--- src/sv/bdq_pkg.sv ---
// Shared constants, types and codes for the bounded deque block.
// No dependencies; every other file but bdq_ram refers to it by scoped names.
`timescale 1ns / 1ps
`default_nettype none

package bdq_pkg;

    // Sizing
    localparam int DEPTH       = 64;
    localparam int HANDLE_BITS = 32;

    // Fixed port field widths
    localparam int CMD_W    = 4;
    localparam int VALUE_W  = 32;
    localparam int POS_W    = 6;
    localparam int STATUS_W = 2;
    localparam int DATA_W   = 32;
    localparam int COUNT_W  = 7;

    // Derived widths
    localparam int HW     = (HANDLE_BITS < VALUE_W) ? HANDLE_BITS : VALUE_W;
    localparam int IDX_W  = $clog2(DEPTH);
    localparam int CNT_W  = $clog2(DEPTH + 1);
    localparam int CMP_W  = (POS_W > CNT_W) ? POS_W : CNT_W;

    // Command queue between front and back
    localparam int QDEPTH = 2;
    localparam int QPTR_W = (QDEPTH > 1) ? $clog2(QDEPTH) : 1;
    localparam int QCNT_W = $clog2(QDEPTH + 1);

    typedef logic [HW-1:0]     t_handle;
    typedef logic [IDX_W-1:0]  t_idx;
    typedef logic [IDX_W:0]    t_idx_sum;
    typedef logic [CNT_W-1:0]  t_cnt;
    typedef logic [CMP_W-1:0]  t_cmp;
    typedef logic [QPTR_W-1:0] t_qptr;
    typedef logic [QCNT_W-1:0] t_qcnt;

    localparam t_cnt     DEPTH_CNT = t_cnt'(DEPTH);
    localparam t_idx_sum DEPTH_SUM = t_idx_sum'(DEPTH);

    // Command codes on the input port
    localparam logic [CMD_W-1:0] CMD_PUSH_FRONT   = 4'd0;
    localparam logic [CMD_W-1:0] CMD_PUSH_BACK    = 4'd1;
    localparam logic [CMD_W-1:0] CMD_POP_FRONT    = 4'd2;
    localparam logic [CMD_W-1:0] CMD_POP_BACK     = 4'd3;
    localparam logic [CMD_W-1:0] CMD_PEEK_FRONT   = 4'd4;
    localparam logic [CMD_W-1:0] CMD_PEEK_BACK    = 4'd5;
    localparam logic [CMD_W-1:0] CMD_PEEK_AT      = 4'd6;
    localparam logic [CMD_W-1:0] CMD_REMOVE_VALUE = 4'd7;
    localparam logic [CMD_W-1:0] CMD_REMOVE_AT    = 4'd8;

    // Result status codes
    localparam logic [STATUS_W-1:0] ST_OK    = 2'd0;
    localparam logic [STATUS_W-1:0] ST_EMPTY = 2'd1;
    localparam logic [STATUS_W-1:0] ST_FULL  = 2'd2;
    localparam logic [STATUS_W-1:0] ST_ZERO  = 2'd3;

    // Decoded operation kinds
    typedef enum logic [3:0] {
        OP_PUSH_FRONT,
        OP_PUSH_BACK,
        OP_POP_FRONT,
        OP_POP_BACK,
        OP_PEEK_FRONT,
        OP_PEEK_BACK,
        OP_PEEK_AT,
        OP_REMOVE_VALUE,
        OP_REMOVE_AT,
        OP_NOP
    } t_kind;

    typedef struct packed {
        t_kind              kind;
        t_handle            handle;
        logic [POS_W-1:0]   pos;
        logic               zero;   // handle is null
    } t_cmd;

endpackage

`default_nettype wire

--- src/sv/bdq_ram.sv ---
// Generic single-write, single-read RAM with registered read data.
// No dependencies.
`timescale 1ns / 1ps
`default_nettype none

module bdq_ram #(
    parameter int WIDTH = 32,
    parameter int DEPTH = 64
) (
    input  wire logic                     i_clk,
    input  wire logic                     i_we,
    input  wire logic [$clog2(DEPTH)-1:0] i_waddr,
    input  wire logic [WIDTH-1:0]         i_wdata,
    input  wire logic [$clog2(DEPTH)-1:0] i_raddr,
    output logic      [WIDTH-1:0]         o_rdata
);

    logic [WIDTH-1:0] r_mem [DEPTH];

    always_ff @(posedge i_clk) begin
        if (i_we) begin
            r_mem[i_waddr] <= i_wdata;
        end
        o_rdata <= r_mem[i_raddr];
    end

endmodule

`default_nettype wire

--- src/sv/bdq_front.sv ---
// Front end: accepts input beats and decodes them into queue commands.
// Depends on bdq_pkg.
`timescale 1ns / 1ps
`default_nettype none

module bdq_front (
    input  wire logic                        i_valid,
    output logic                             o_stall,
    input  wire logic [bdq_pkg::CMD_W-1:0]   i_command,
    input  wire logic [bdq_pkg::VALUE_W-1:0] i_value,
    input  wire logic [bdq_pkg::POS_W-1:0]   i_position,
    input  wire logic                        i_full,
    output logic                             o_push,
    output bdq_pkg::t_cmd                    o_cmd
);

    bdq_pkg::t_kind kind;

    always_comb begin
        unique case (i_command)
            bdq_pkg::CMD_PUSH_FRONT:   kind = bdq_pkg::OP_PUSH_FRONT;
            bdq_pkg::CMD_PUSH_BACK:    kind = bdq_pkg::OP_PUSH_BACK;
            bdq_pkg::CMD_POP_FRONT:    kind = bdq_pkg::OP_POP_FRONT;
            bdq_pkg::CMD_POP_BACK:     kind = bdq_pkg::OP_POP_BACK;
            bdq_pkg::CMD_PEEK_FRONT:   kind = bdq_pkg::OP_PEEK_FRONT;
            bdq_pkg::CMD_PEEK_BACK:    kind = bdq_pkg::OP_PEEK_BACK;
            bdq_pkg::CMD_PEEK_AT:      kind = bdq_pkg::OP_PEEK_AT;
            bdq_pkg::CMD_REMOVE_VALUE: kind = bdq_pkg::OP_REMOVE_VALUE;
            bdq_pkg::CMD_REMOVE_AT:    kind = bdq_pkg::OP_REMOVE_AT;
            default:                   kind = bdq_pkg::OP_NOP;
        endcase
    end

    always_comb begin
        o_cmd.kind   = kind;
        o_cmd.handle = bdq_pkg::t_handle'(i_value);
        o_cmd.pos    = i_position;
        o_cmd.zero   = (bdq_pkg::t_handle'(i_value) == '0);
    end

    assign o_stall = i_full;
    assign o_push  = i_valid && !i_full;

endmodule

`default_nettype wire

--- src/sv/bdq_queue.sv ---
// Short command FIFO that decouples the front end from the back end.
// Depends on bdq_pkg.
`timescale 1ns / 1ps
`default_nettype none

module bdq_queue (
    input  wire logic          i_clk,
    input  wire logic          i_rst_n,
    input  wire logic          i_push,
    input  wire bdq_pkg::t_cmd i_cmd,
    output logic               o_full,
    output logic               o_valid,
    output bdq_pkg::t_cmd      o_cmd,
    input  wire logic          i_pop
);

    bdq_pkg::t_cmd  r_mem [bdq_pkg::QDEPTH];
    bdq_pkg::t_qptr r_wr_ptr;
    bdq_pkg::t_qptr r_rd_ptr;
    bdq_pkg::t_qcnt r_fill;

    function automatic bdq_pkg::t_qptr ptr_inc(input bdq_pkg::t_qptr p);
        if (p == bdq_pkg::t_qptr'(bdq_pkg::QDEPTH - 1)) begin
            return '0;
        end
        return p + bdq_pkg::t_qptr'(1);
    endfunction

    assign o_full  = (r_fill == bdq_pkg::t_qcnt'(bdq_pkg::QDEPTH));
    assign o_valid = (r_fill != '0);
    assign o_cmd   = r_mem[r_rd_ptr];

    always_ff @(posedge i_clk) begin
        if (!i_rst_n) begin
            r_wr_ptr <= '0;
            r_rd_ptr <= '0;
            r_fill   <= '0;
        end else begin
            if (i_push) begin
                r_wr_ptr <= ptr_inc(r_wr_ptr);
            end
            if (i_pop) begin
                r_rd_ptr <= ptr_inc(r_rd_ptr);
            end
            case ({i_push, i_pop})
                2'b10:   r_fill <= r_fill + bdq_pkg::t_qcnt'(1);
                2'b01:   r_fill <= r_fill - bdq_pkg::t_qcnt'(1);
                default: r_fill <= r_fill;
            endcase
        end
    end

    always_ff @(posedge i_clk) begin
        if (i_push) begin
            r_mem[r_wr_ptr] <= i_cmd;
        end
    end

endmodule

`default_nettype wire

--- src/sv/bdq_back.sv ---
// Back end: deque state, entry RAM, command sequencer and result register.
// Depends on bdq_pkg and bdq_ram.
`timescale 1ns / 1ps
`default_nettype none

module bdq_back (
    input  wire logic                          i_clk,
    input  wire logic                          i_rst_n,
    input  wire logic                          i_q_valid,
    input  wire bdq_pkg::t_cmd                 i_q_cmd,
    output logic                               o_q_pop,
    output logic                               o_valid,
    input  wire logic                          i_stall,
    output logic [bdq_pkg::STATUS_W-1:0]       o_status,
    output logic [bdq_pkg::DATA_W-1:0]         o_data,
    output logic [bdq_pkg::COUNT_W-1:0]        o_count
);

    localparam logic [2:0] S_IDLE  = 3'd0;
    localparam logic [2:0] S_READ  = 3'd1;
    localparam logic [2:0] S_TAKE  = 3'd2;
    localparam logic [2:0] S_SCAN  = 3'd3;
    localparam logic [2:0] S_SHIFT = 3'd4;

    logic [2:0]       r_state, n_state;
    bdq_pkg::t_idx    r_head, n_head;
    bdq_pkg::t_cnt    r_count, n_count;
    bdq_pkg::t_kind   r_kind, n_kind;
    bdq_pkg::t_handle r_val, n_val;
    bdq_pkg::t_handle r_data, n_data;
    bdq_pkg::t_cnt    r_src, n_src;
    bdq_pkg::t_cnt    r_dst, n_dst;
    bdq_pkg::t_cnt    r_cmp_idx, n_cmp_idx;
    logic             r_wr_pend, n_wr_pend;
    logic             r_cmp_pend, n_cmp_pend;

    logic                          r_out_valid, n_out_valid;
    logic [bdq_pkg::STATUS_W-1:0]  r_out_status, n_out_status;
    bdq_pkg::t_handle              r_out_data, n_out_data;
    bdq_pkg::t_cnt                 r_out_count, n_out_count;

    logic                          ram_we;
    bdq_pkg::t_idx                 ram_waddr;
    bdq_pkg::t_handle              ram_wdata;
    bdq_pkg::t_idx                 ram_raddr;
    bdq_pkg::t_handle              rd_data;

    logic                          out_free;
    logic                          fin;
    logic [bdq_pkg::STATUS_W-1:0]  fin_status;
    bdq_pkg::t_handle              fin_data;
    logic                          pos_out;
    bdq_pkg::t_idx                 head_dec;
    bdq_pkg::t_idx                 last_idx;

    // Physical slot of logical index k
    function automatic bdq_pkg::t_idx slot(input bdq_pkg::t_idx h, input bdq_pkg::t_idx k);
        bdq_pkg::t_idx_sum s;
        s = {1'b0, h} + {1'b0, k};
        if (s >= bdq_pkg::DEPTH_SUM) begin
            s = s - bdq_pkg::DEPTH_SUM;
        end
        return s[bdq_pkg::IDX_W-1:0];
    endfunction

    bdq_ram #(
        .WIDTH (bdq_pkg::HW),
        .DEPTH (bdq_pkg::DEPTH)
    ) u_ram (
        .i_clk   (i_clk),
        .i_we    (ram_we),
        .i_waddr (ram_waddr),
        .i_wdata (ram_wdata),
        .i_raddr (ram_raddr),
        .o_rdata (rd_data)
    );

    assign out_free = !r_out_valid || !i_stall;
    assign pos_out  = (bdq_pkg::t_cmp'(i_q_cmd.pos) >= bdq_pkg::t_cmp'(r_count));
    assign head_dec = (r_head == '0) ? bdq_pkg::t_idx'(bdq_pkg::DEPTH - 1)
                                     : r_head - bdq_pkg::t_idx'(1);
    assign last_idx = bdq_pkg::t_idx'(r_count - bdq_pkg::t_cnt'(1));

    always_comb begin
        n_state    = r_state;
        n_head     = r_head;
        n_count    = r_count;
        n_kind     = r_kind;
        n_val      = r_val;
        n_data     = r_data;
        n_src      = r_src;
        n_dst      = r_dst;
        n_cmp_idx  = r_cmp_idx;
        n_wr_pend  = r_wr_pend;
        n_cmp_pend = r_cmp_pend;
        o_q_pop    = 1'b0;
        ram_we     = 1'b0;
        ram_waddr  = r_head;
        ram_wdata  = r_val;
        ram_raddr  = r_head;
        fin        = 1'b0;
        fin_status = bdq_pkg::ST_OK;
        fin_data   = '0;

        unique case (r_state)
            S_IDLE: begin
                if (i_q_valid && out_free) begin
                    o_q_pop = 1'b1;
                    n_kind  = i_q_cmd.kind;
                    n_val   = i_q_cmd.handle;
                    unique case (i_q_cmd.kind) inside
                        bdq_pkg::OP_PUSH_FRONT, bdq_pkg::OP_PUSH_BACK: begin
                            fin = 1'b1;
                            if (i_q_cmd.zero) begin
                                fin_status = bdq_pkg::ST_ZERO;
                            end else if (r_count == bdq_pkg::DEPTH_CNT) begin
                                fin_status = bdq_pkg::ST_FULL;
                            end else begin
                                ram_we    = 1'b1;
                                ram_wdata = i_q_cmd.handle;
                                n_count   = r_count + bdq_pkg::t_cnt'(1);
                                if (i_q_cmd.kind == bdq_pkg::OP_PUSH_FRONT) begin
                                    ram_waddr = head_dec;
                                    n_head    = head_dec;
                                end else begin
                                    ram_waddr = slot(r_head, bdq_pkg::t_idx'(r_count));
                                end
                            end
                        end
                        bdq_pkg::OP_POP_FRONT, bdq_pkg::OP_PEEK_FRONT: begin
                            if (r_count == '0) begin
                                fin        = 1'b1;
                                fin_status = bdq_pkg::ST_EMPTY;
                            end else begin
                                ram_raddr = r_head;
                                n_state   = S_READ;
                            end
                        end
                        bdq_pkg::OP_POP_BACK, bdq_pkg::OP_PEEK_BACK: begin
                            if (r_count == '0) begin
                                fin        = 1'b1;
                                fin_status = bdq_pkg::ST_EMPTY;
                            end else begin
                                ram_raddr = slot(r_head, last_idx);
                                n_state   = S_READ;
                            end
                        end
                        bdq_pkg::OP_PEEK_AT: begin
                            if (pos_out) begin
                                fin        = 1'b1;
                                fin_status = bdq_pkg::ST_EMPTY;
                            end else begin
                                ram_raddr = slot(r_head, bdq_pkg::t_idx'(i_q_cmd.pos));
                                n_state   = S_READ;
                            end
                        end
                        bdq_pkg::OP_REMOVE_AT: begin
                            if (pos_out) begin
                                fin        = 1'b1;
                                fin_status = bdq_pkg::ST_EMPTY;
                            end else begin
                                ram_raddr = slot(r_head, bdq_pkg::t_idx'(i_q_cmd.pos));
                                n_src     = bdq_pkg::t_cnt'(i_q_cmd.pos) + bdq_pkg::t_cnt'(1);
                                n_state   = S_TAKE;
                            end
                        end
                        bdq_pkg::OP_REMOVE_VALUE: begin
                            if (i_q_cmd.zero) begin
                                fin        = 1'b1;
                                fin_status = bdq_pkg::ST_ZERO;
                            end else if (r_count == '0) begin
                                fin        = 1'b1;
                                fin_status = bdq_pkg::ST_EMPTY;
                            end else begin
                                n_src      = '0;
                                n_cmp_pend = 1'b0;
                                n_state    = S_SCAN;
                            end
                        end
                        default: begin
                            fin = 1'b1;
                        end
                    endcase
                end
            end
            S_READ: begin
                fin      = 1'b1;
                fin_data = rd_data;
                n_state  = S_IDLE;
                case (r_kind)
                    bdq_pkg::OP_POP_FRONT: begin
                        n_count = r_count - bdq_pkg::t_cnt'(1);
                        n_head  = (r_count == bdq_pkg::t_cnt'(1)) ? '0
                                : slot(r_head, bdq_pkg::t_idx'(1));
                    end
                    bdq_pkg::OP_POP_BACK: begin
                        n_count = r_count - bdq_pkg::t_cnt'(1);
                        if (r_count == bdq_pkg::t_cnt'(1)) begin
                            n_head = '0;
                        end
                    end
                    default: begin
                        n_count = r_count;
                    end
                endcase
            end
            S_TAKE: begin
                n_data    = rd_data;
                n_wr_pend = 1'b0;
                n_state   = S_SHIFT;
            end
            S_SHIFT: begin
                // read entry src, write it one slot lower in the next cycle
                if (r_wr_pend) begin
                    ram_we    = 1'b1;
                    ram_waddr = slot(r_head, bdq_pkg::t_idx'(r_dst));
                    ram_wdata = rd_data;
                end
                if (r_src < r_count) begin
                    ram_raddr = slot(r_head, bdq_pkg::t_idx'(r_src));
                    n_wr_pend = 1'b1;
                    n_dst     = r_src - bdq_pkg::t_cnt'(1);
                    n_src     = r_src + bdq_pkg::t_cnt'(1);
                end else begin
                    n_wr_pend = 1'b0;
                    fin       = 1'b1;
                    fin_data  = r_data;
                    n_count   = r_count - bdq_pkg::t_cnt'(1);
                    if (r_count == bdq_pkg::t_cnt'(1)) begin
                        n_head = '0;
                    end
                    n_state = S_IDLE;
                end
            end
            S_SCAN: begin
                if (r_cmp_pend && (rd_data == r_val)) begin
                    n_data     = rd_data;
                    n_src      = r_cmp_idx + bdq_pkg::t_cnt'(1);
                    n_wr_pend  = 1'b0;
                    n_cmp_pend = 1'b0;
                    n_state    = S_SHIFT;
                end else if (r_src < r_count) begin
                    ram_raddr  = slot(r_head, bdq_pkg::t_idx'(r_src));
                    n_cmp_pend = 1'b1;
                    n_cmp_idx  = r_src;
                    n_src      = r_src + bdq_pkg::t_cnt'(1);
                end else if (r_cmp_pend) begin
                    n_cmp_pend = 1'b0;
                end else begin
                    fin        = 1'b1;
                    fin_status = bdq_pkg::ST_EMPTY;
                    n_state    = S_IDLE;
                end
            end
            default: begin
                n_state = S_IDLE;
            end
        endcase

        n_out_valid  = r_out_valid && i_stall;
        n_out_status = r_out_status;
        n_out_data   = r_out_data;
        n_out_count  = r_out_count;
        if (fin) begin
            n_out_valid  = 1'b1;
            n_out_status = fin_status;
            n_out_data   = fin_data;
            n_out_count  = n_count;
        end
    end

    always_ff @(posedge i_clk) begin
        if (!i_rst_n) begin
            r_state     <= S_IDLE;
            r_head      <= '0;
            r_count     <= '0;
            r_wr_pend   <= 1'b0;
            r_cmp_pend  <= 1'b0;
            r_out_valid <= 1'b0;
        end else begin
            r_state     <= n_state;
            r_head      <= n_head;
            r_count     <= n_count;
            r_wr_pend   <= n_wr_pend;
            r_cmp_pend  <= n_cmp_pend;
            r_out_valid <= n_out_valid;
        end
    end

    always_ff @(posedge i_clk) begin
        r_kind       <= n_kind;
        r_val        <= n_val;
        r_data       <= n_data;
        r_src        <= n_src;
        r_dst        <= n_dst;
        r_cmp_idx    <= n_cmp_idx;
        r_out_status <= n_out_status;
        r_out_data   <= n_out_data;
        r_out_count  <= n_out_count;
    end

    assign o_valid  = r_out_valid;
    assign o_status = r_out_status;
    assign o_data   = bdq_pkg::DATA_W'(r_out_data);
    assign o_count  = bdq_pkg::COUNT_W'(r_out_count);

endmodule

`default_nettype wire

--- src/sv/bounded_deque_with_indexed_removal_unit.sv ---
// Top level of the bounded deque: front decoder, command queue, back end.
// Depends on bdq_pkg, bdq_front, bdq_queue, bdq_back (and bdq_ram below it).
//
// Usage
//   Input channel: i_valid / o_stall carry one command beat (i_command,
//   i_value, i_position). A beat is taken at a clock edge with i_valid high
//   and o_stall low. o_stall rises only when the two-deep command queue is
//   full, so the front keeps taking beats while the back works or waits.
//   Output channel: o_valid / i_stall carry one result beat per command
//   (o_status, o_data, o_count); it moves at an edge with o_valid high and
//   i_stall low. While i_stall is high the result register holds its beat
//   and the back end does not start the next command; the queue still fills.
//   With an idle back end, a push, a rejected command or an ignored code
//   is answered from S_IDLE; pop and peek pass through S_READ; remove_at
//   passes S_TAKE, then S_SHIFT over the entries behind position p;
//   remove_value walks S_SCAN, then S_SHIFT only if a match is found.
//   Throughput is set by the back end sequencer over the single-port-write,
//   single-port-read entry RAM: one entry read (scan) or moved (gap
//   close) per cycle. Pops at either end move the head or the count and
//   touch no other entry.
//   Reset (i_rst_n low, synchronous) empties the queue, clears head and
//   count and drops any pending result; the entry RAM is not cleared.
`timescale 1ns / 1ps
`default_nettype none

module bounded_deque_with_indexed_removal_unit (
    input  wire logic                          i_clk,
    input  wire logic                          i_rst_n,
    input  wire logic                          i_valid,
    output logic                               o_stall,
    input  wire logic [bdq_pkg::CMD_W-1:0]     i_command,
    input  wire logic [bdq_pkg::VALUE_W-1:0]   i_value,
    input  wire logic [bdq_pkg::POS_W-1:0]     i_position,
    output logic                               o_valid,
    input  wire logic                          i_stall,
    output logic [bdq_pkg::STATUS_W-1:0]       o_status,
    output logic [bdq_pkg::DATA_W-1:0]         o_data,
    output logic [bdq_pkg::COUNT_W-1:0]        o_count
);

    // front -> queue
    logic          q_push;
    logic          q_full;
    bdq_pkg::t_cmd f_cmd;

    // queue -> back
    logic          q_valid;
    logic          q_pop;
    bdq_pkg::t_cmd q_cmd;

    bdq_front u_front (
        .i_valid    (i_valid),
        .o_stall    (o_stall),
        .i_command  (i_command),
        .i_value    (i_value),
        .i_position (i_position),
        .i_full     (q_full),
        .o_push     (q_push),
        .o_cmd      (f_cmd)
    );

    bdq_queue u_queue (
        .i_clk   (i_clk),
        .i_rst_n (i_rst_n),
        .i_push  (q_push),
        .i_cmd   (f_cmd),
        .o_full  (q_full),
        .o_valid (q_valid),
        .o_cmd   (q_cmd),
        .i_pop   (q_pop)
    );

    // Back end owns the deque state and the result register
    bdq_back u_back (
        .i_clk     (i_clk),
        .i_rst_n   (i_rst_n),
        .i_q_valid (q_valid),
        .i_q_cmd   (q_cmd),
        .o_q_pop   (q_pop),
        .o_valid   (o_valid),
        .i_stall   (i_stall),
        .o_status  (o_status),
        .o_data    (o_data),
        .o_count   (o_count)
    );

endmodule

`default_nettype wire

--- config.mk ---
export PLATFORM = sky130hd
export DESIGN_NAME = bounded_deque_with_indexed_removal_unit
export DESIGN_NICKNAME = d
export VERILOG_FILES = /design/src/sv/bdq_pkg.sv /design/src/sv/bdq_ram.sv /design/src/sv/bdq_front.sv /design/src/sv/bdq_queue.sv /design/src/sv/bdq_back.sv /design/src/sv/bounded_deque_with_indexed_removal_unit.sv
export SDC_FILE = /design/constraint.sdc
export NUM_CORES = 2
export LEC_CHECK = 0
export BUFFER_PORTS_ARGS = -buffer_cell sky130_fd_sc_hd__buf_2
export CAP_MARGIN = 20
export CORE_UTILIZATION = 40
export DETAILED_ROUTE_END_ITERATION = 6
export PLACE_DENSITY = 0.56
export SLEW_MARGIN = 20
export SYNTH_ARGS = -nofsm -noshare
export SYNTH_HDL_FRONTEND = slang
export SYNTH_SLANG_ARGS = --single-unit
--- constraint.sdc ---
create_clock -name i_clk -period 7.8 [get_ports i_clk]
set_input_delay 1.17 -clock i_clk [delete_from_list [all_inputs] [get_ports i_clk]]
set_output_delay 1.17 -clock i_clk [all_outputs]
set_load 0.02 [all_outputs]
==> implementation parameters <==
Parameter                              Value

STA
  Total count of max-transition violations in the final report    0
  Slew @ Worst Pin    1.24 ns
  RSZ-0062 raised after global routing    no
  Worst-case hold slack    about 0.47 ns
  Period minus WS final    about 6.3 ns
  Period Utilization, post-route    0.807
  Worst clock skew on the final layout    ~0.086 ns
  Worst slew margin relative to its limit    0.168
  Sum of negative setup slack    0 ns
  Achievable frequency    about 160 MHz
  Count of endpoints failing hold in the final timing report    0
  Final setup fails    0

GRT
  Overall global routing resource usage    0.236
  Wire length of the first global-routing pass    403,000 µm
  Number of global-route vias before repair    about 55,000
  GRT Residual Overflow    0
  Largest net degree at the start of global routing    approximately 110
  Number of antenna violations at the first check in global routing    15

Worst setup path
  Startpoint type of the worst setup path    flop
  Setup slack, reg-to-reg    between 1.5 and 2 ns
  FF-to-FF path depth    15
  Nature of the critical path endpoint    flop
  Arrival time worst endpoint    7.03 ns
  Biggest fanout along the worst timing path    47
  Data required time at the worst endpoint    between 8 and 9 ns
  Critical path class    flop to flop
  Capture instance of the worst register-to-register path    u_back.u_ram.o_rdata[19]

Min path
  Sink of the worst hold path    u_queue.r_mem[1][26]
  Start point of the worst hold path    i_value[19]
  Min-delay worst type    primary input to flop
  Hold Path Stages    1

CTS
  Total clock buffers created by CTS    233
  Insertion delay of the later-clocked pin in the worst-skew pair    around 0.9 ns
  Number of clock sinks    roughly 2,300
  Number of H-tree levels    4
  Root buffer selected by CTS    sky130_fd_sc_hd__clkbuf_16
  Buffers inserted by post-CTS timing repair    0
  Buffer depth of the longest clock path    3
  Post-CTS Hold Fix Bufs    0
  CTS tree    yes
  Clock slew seen by the registers of the worst setup and hold paths    approximately 0.07 ns
  Number of gates resized after CTS    0

Routing
  Antenna-violating nets left    0
  Remaining DRCs    0
  Routed via count    ~57,000
  Drt first pass iters    6
  Iteration-0 DRC Markers    7,407
  Via count normalized by instance count    5.81
  Post-Route M1 WL    119,000 µm
  Top sig layer    met5
  Drt wl/cell    28.7 µm
  Routed WL    about 280,000 µm
  Wire length on met2    131,000 µm
  Detailed-routed wire length on met3    24,200 µm

Place
  Final estimated routing congestion in global placement    around 0.9
  Number of port buffers    88
  Total half-perimeter wirelength after legalization and detailed placement    approximately 160,000 µm

Layout
  Sequential standard cell area    just under 70,000 µm²
  Area delta synth->final    14.1%
  Total number of nets in the final design    6,689
  Filler Cells Inserted    approximately 20,000
  Area of the multi-input gates    around 23,000 µm²
  Fraction of layout cells with a size suffix above 1    0.125
  Final cell utilization of the core    0.459

Power and ir drop
  Power share of the sequential group    0.393
  Net switching share of the total power    0.381
  Design internal power    between 0.02 and 0.03 W
  Switching power summed over all nets    0.0162 W
  Proportion of power drawn by combinational gates    0.345
  Worst ir drop on vdd    0.278 mV
  Total leakage power    37.2 nW
  Clk network pwr share    0.262
  Power density over the cells    just under 400 nW/µm²

Synthesis
  Number of synthesized register bits    about 2,300
  EDFF count, synth    2,263
  Commonest cells post-synth    sky130_fd_sc_hd__edfxtp_1 (2,263), sky130_fd_sc_hd__nand2_1 (1,368), sky130_fd_sc_hd__mux2i_1 (398)
  Most frequently used cell type in the post-synthesis netlist    sky130_fd_sc_hd__edfxtp_1
  Proportion of netlist area held by the largest area contributor    0.728
  Sequential element share of the synthesized area    0.740
  YS warnings    0
  Synth Instances    6,424
  Most used flip-flop cell after synthesis    sky130_fd_sc_hd__edfxtp_1
  Area of the mapped netlist    slightly above 90,000 µm²
  Syn_nets    between 6,000 and 7,000
  Asr flop ratio synth    0
  Average footprint of a synthesized cell    about 15 µm²
  Post-synthesis cell type with the largest combined area    sky130_fd_sc_hd__edfxtp_1
  Number of distinct library cells after synthesis    80
  Largest cells by area after synthesis    sky130_fd_sc_hd__edfxtp_1 (73%), sky130_fd_sc_hd__nand2_1 (5.5%), sky130_fd_sc_hd__mux2i_1 (4.3%)

Floorplan
  Total number of placement rows    between 150 and 200
  Height of the die    between 400 and 500 µm
  Core region area    approximately 230,000 µm²
  I/O Pins    89
  Initial Utilization    0.402
  Full die area    235,000 µm²
  Die width    ~490 µm

Run status
  Result of the run    finished clean

Job
  Maximum Capacitance Violations    0
[sequential cells by signal, summed over array words and instances (netlist names), 2 cells and up, named ones only]
name,cells
u_back.u_ram.r_mem,2048
u_queue.r_mem,86
u_back.o_data,32
u_back.r_data,32
u_back.r_val,32
u_back.u_ram.o_rdata,32
u_back.o_count,7
u_back.r_cmp_idx,7
u_back.r_count,7
u_back.r_src,7
u_back.r_dst,6
u_back.r_head,6
u_back.r_kind,4
u_back.r_state,3
u_back.o_status,2
u_queue.r_fill,2
[worst max-delay path: stages (launching register included)]
cell and delay (ns):
sky130_fd_sc_hd__dfxtp_2 0.56, sky130_fd_sc_hd__mux2_2 0.46, sky130_fd_sc_hd__ha_1 0.31, sky130_fd_sc_hd__a21o_1 0.18
sky130_fd_sc_hd__a31oi_1 0.20, sky130_fd_sc_hd__o22ai_1 0.22, sky130_fd_sc_hd__a221oi_1 0.34, sky130_fd_sc_hd__o221a_2 0.33
sky130_fd_sc_hd__a221o_4 0.77, sky130_fd_sc_hd__buf_4 0.56, sky130_fd_sc_hd__nand2_1 0.11, sky130_fd_sc_hd__a32oi_1 0.23
sky130_fd_sc_hd__nand4_1 0.22, sky130_fd_sc_hd__a21oi_1 0.64, sky130_fd_sc_hd__a211oi_1 0.20, sky130_fd_sc_hd__a311oi_1 0.76
[routing by layer]
metal,global-route usage,vias up
met1,0.330,29225
met4,0.0787,2
met5,0,-
met2,0.373,2626
met3,0.0410,396
li1,-,24877
[power by group through the flow]
stage | Clock, W | Combinational [W] | Sequential (W)
after floorplan | 0 | 0.00746 | 0.0171
after global placement | 0 | 0.0142 | 0.0169
after detailed placement | 0 | 0.0144 | 0.0169
after CTS | 0.0113 | 0.0144 | 0.0166
after global routing | 0.0117 | 0.0152 | 0.0167
final | 0.0111 | 0.0146 | 0.0167
[worst max-delay path by stage]
| stage | startpoint | end | slack, ns | cells past startpoint |
|---|---|---|---|---|
| CTS | flop | u_back.u_ram.o_rdata[19] | 1.61 | 15 |
| floorplan | i_stall | u_back.u_ram.r_mem[0][10] | 1.84 | 9 |
| global route | flop | u_back.u_ram.o_rdata[4] | 1.36 | 15 |
| global placement | flop | u_back.u_ram.o_rdata[19] | 1.53 | 15 |
| finish | flop | u_back.u_ram.o_rdata[19] | 1.50 | 15 |
| detailed placement | flop | u_back.u_ram.o_rdata[19] | 1.58 | 15 |
[layout make-up]
cell class,count,share of cell area
clock inverters,142,0.0136
diodes,2,0.0000470
inverters,32,0.00115
well taps,3043,0.0357
clock buffers,295,0.0573
flip-flops and latches,2319,0.648
multi-input cells,3675,0.217
repair buffers,329,0.0270
[cells by family (layout without fill, tap and decap cells)]
kind of cell    Yosys count  count (layout)  share of synthesized area
other cells               0               2                          0
xor+xnor                 84              84                    0.00796
buf+inv                 430             798                     0.0242
mux                     443             443                     0.0491
flops                  2319            2319                      0.740
fa+ha+maj                53              53                    0.00750
simple gates           2126            2126                     0.0970
compound gates          969             969                     0.0745
[through the flow]
| stage | total power (W) | setup slack, ns | area [µm²] | instances |
|---|---|---|---|---|
| final | 0.0424 | 1.50 | 107000 | 9837 |
| after global routing | 0.0437 | 1.36 | 107000 | 9836 |
| after detailed placement | 0.0313 | 1.58 | 98900 | 9395 |
| after global placement | 0.0311 | 1.53 | 98800 | 9389 |
| after CTS | 0.0423 | 1.61 | 106000 | 9832 |
| after floorplan | 0.0246 | 1.84 | 93400 | 6424 |
[cell usage in the layout, fill, tap and decap left out, types with 60 or more instances in the layout]
cell                        count
sky130_fd_sc_hd__nand2_1     1368
sky130_fd_sc_hd__nor2_1       129
sky130_fd_sc_hd__o21ai_0       62
sky130_fd_sc_hd__a32oi_1      245
sky130_fd_sc_hd__o22ai_1       89
sky130_fd_sc_hd__nor4_1        60
sky130_fd_sc_hd__mux2i_1      398
sky130_fd_sc_hd__nor2_4        67
sky130_fd_sc_hd__nand4_1       92
sky130_fd_sc_hd__xnor2_1       66
sky130_fd_sc_hd__buf_4        193
sky130_fd_sc_hd__clkinv_1      60
sky130_fd_sc_hd__edfxtp_1    2263
sky130_fd_sc_hd__nand3_1      237
sky130_fd_sc_hd__clkbuf_16    233
sky130_fd_sc_hd__buf_2         89
sky130_fd_sc_hd__a21oi_1      233
Note: power is estimated with default switching activity, not from simulation.
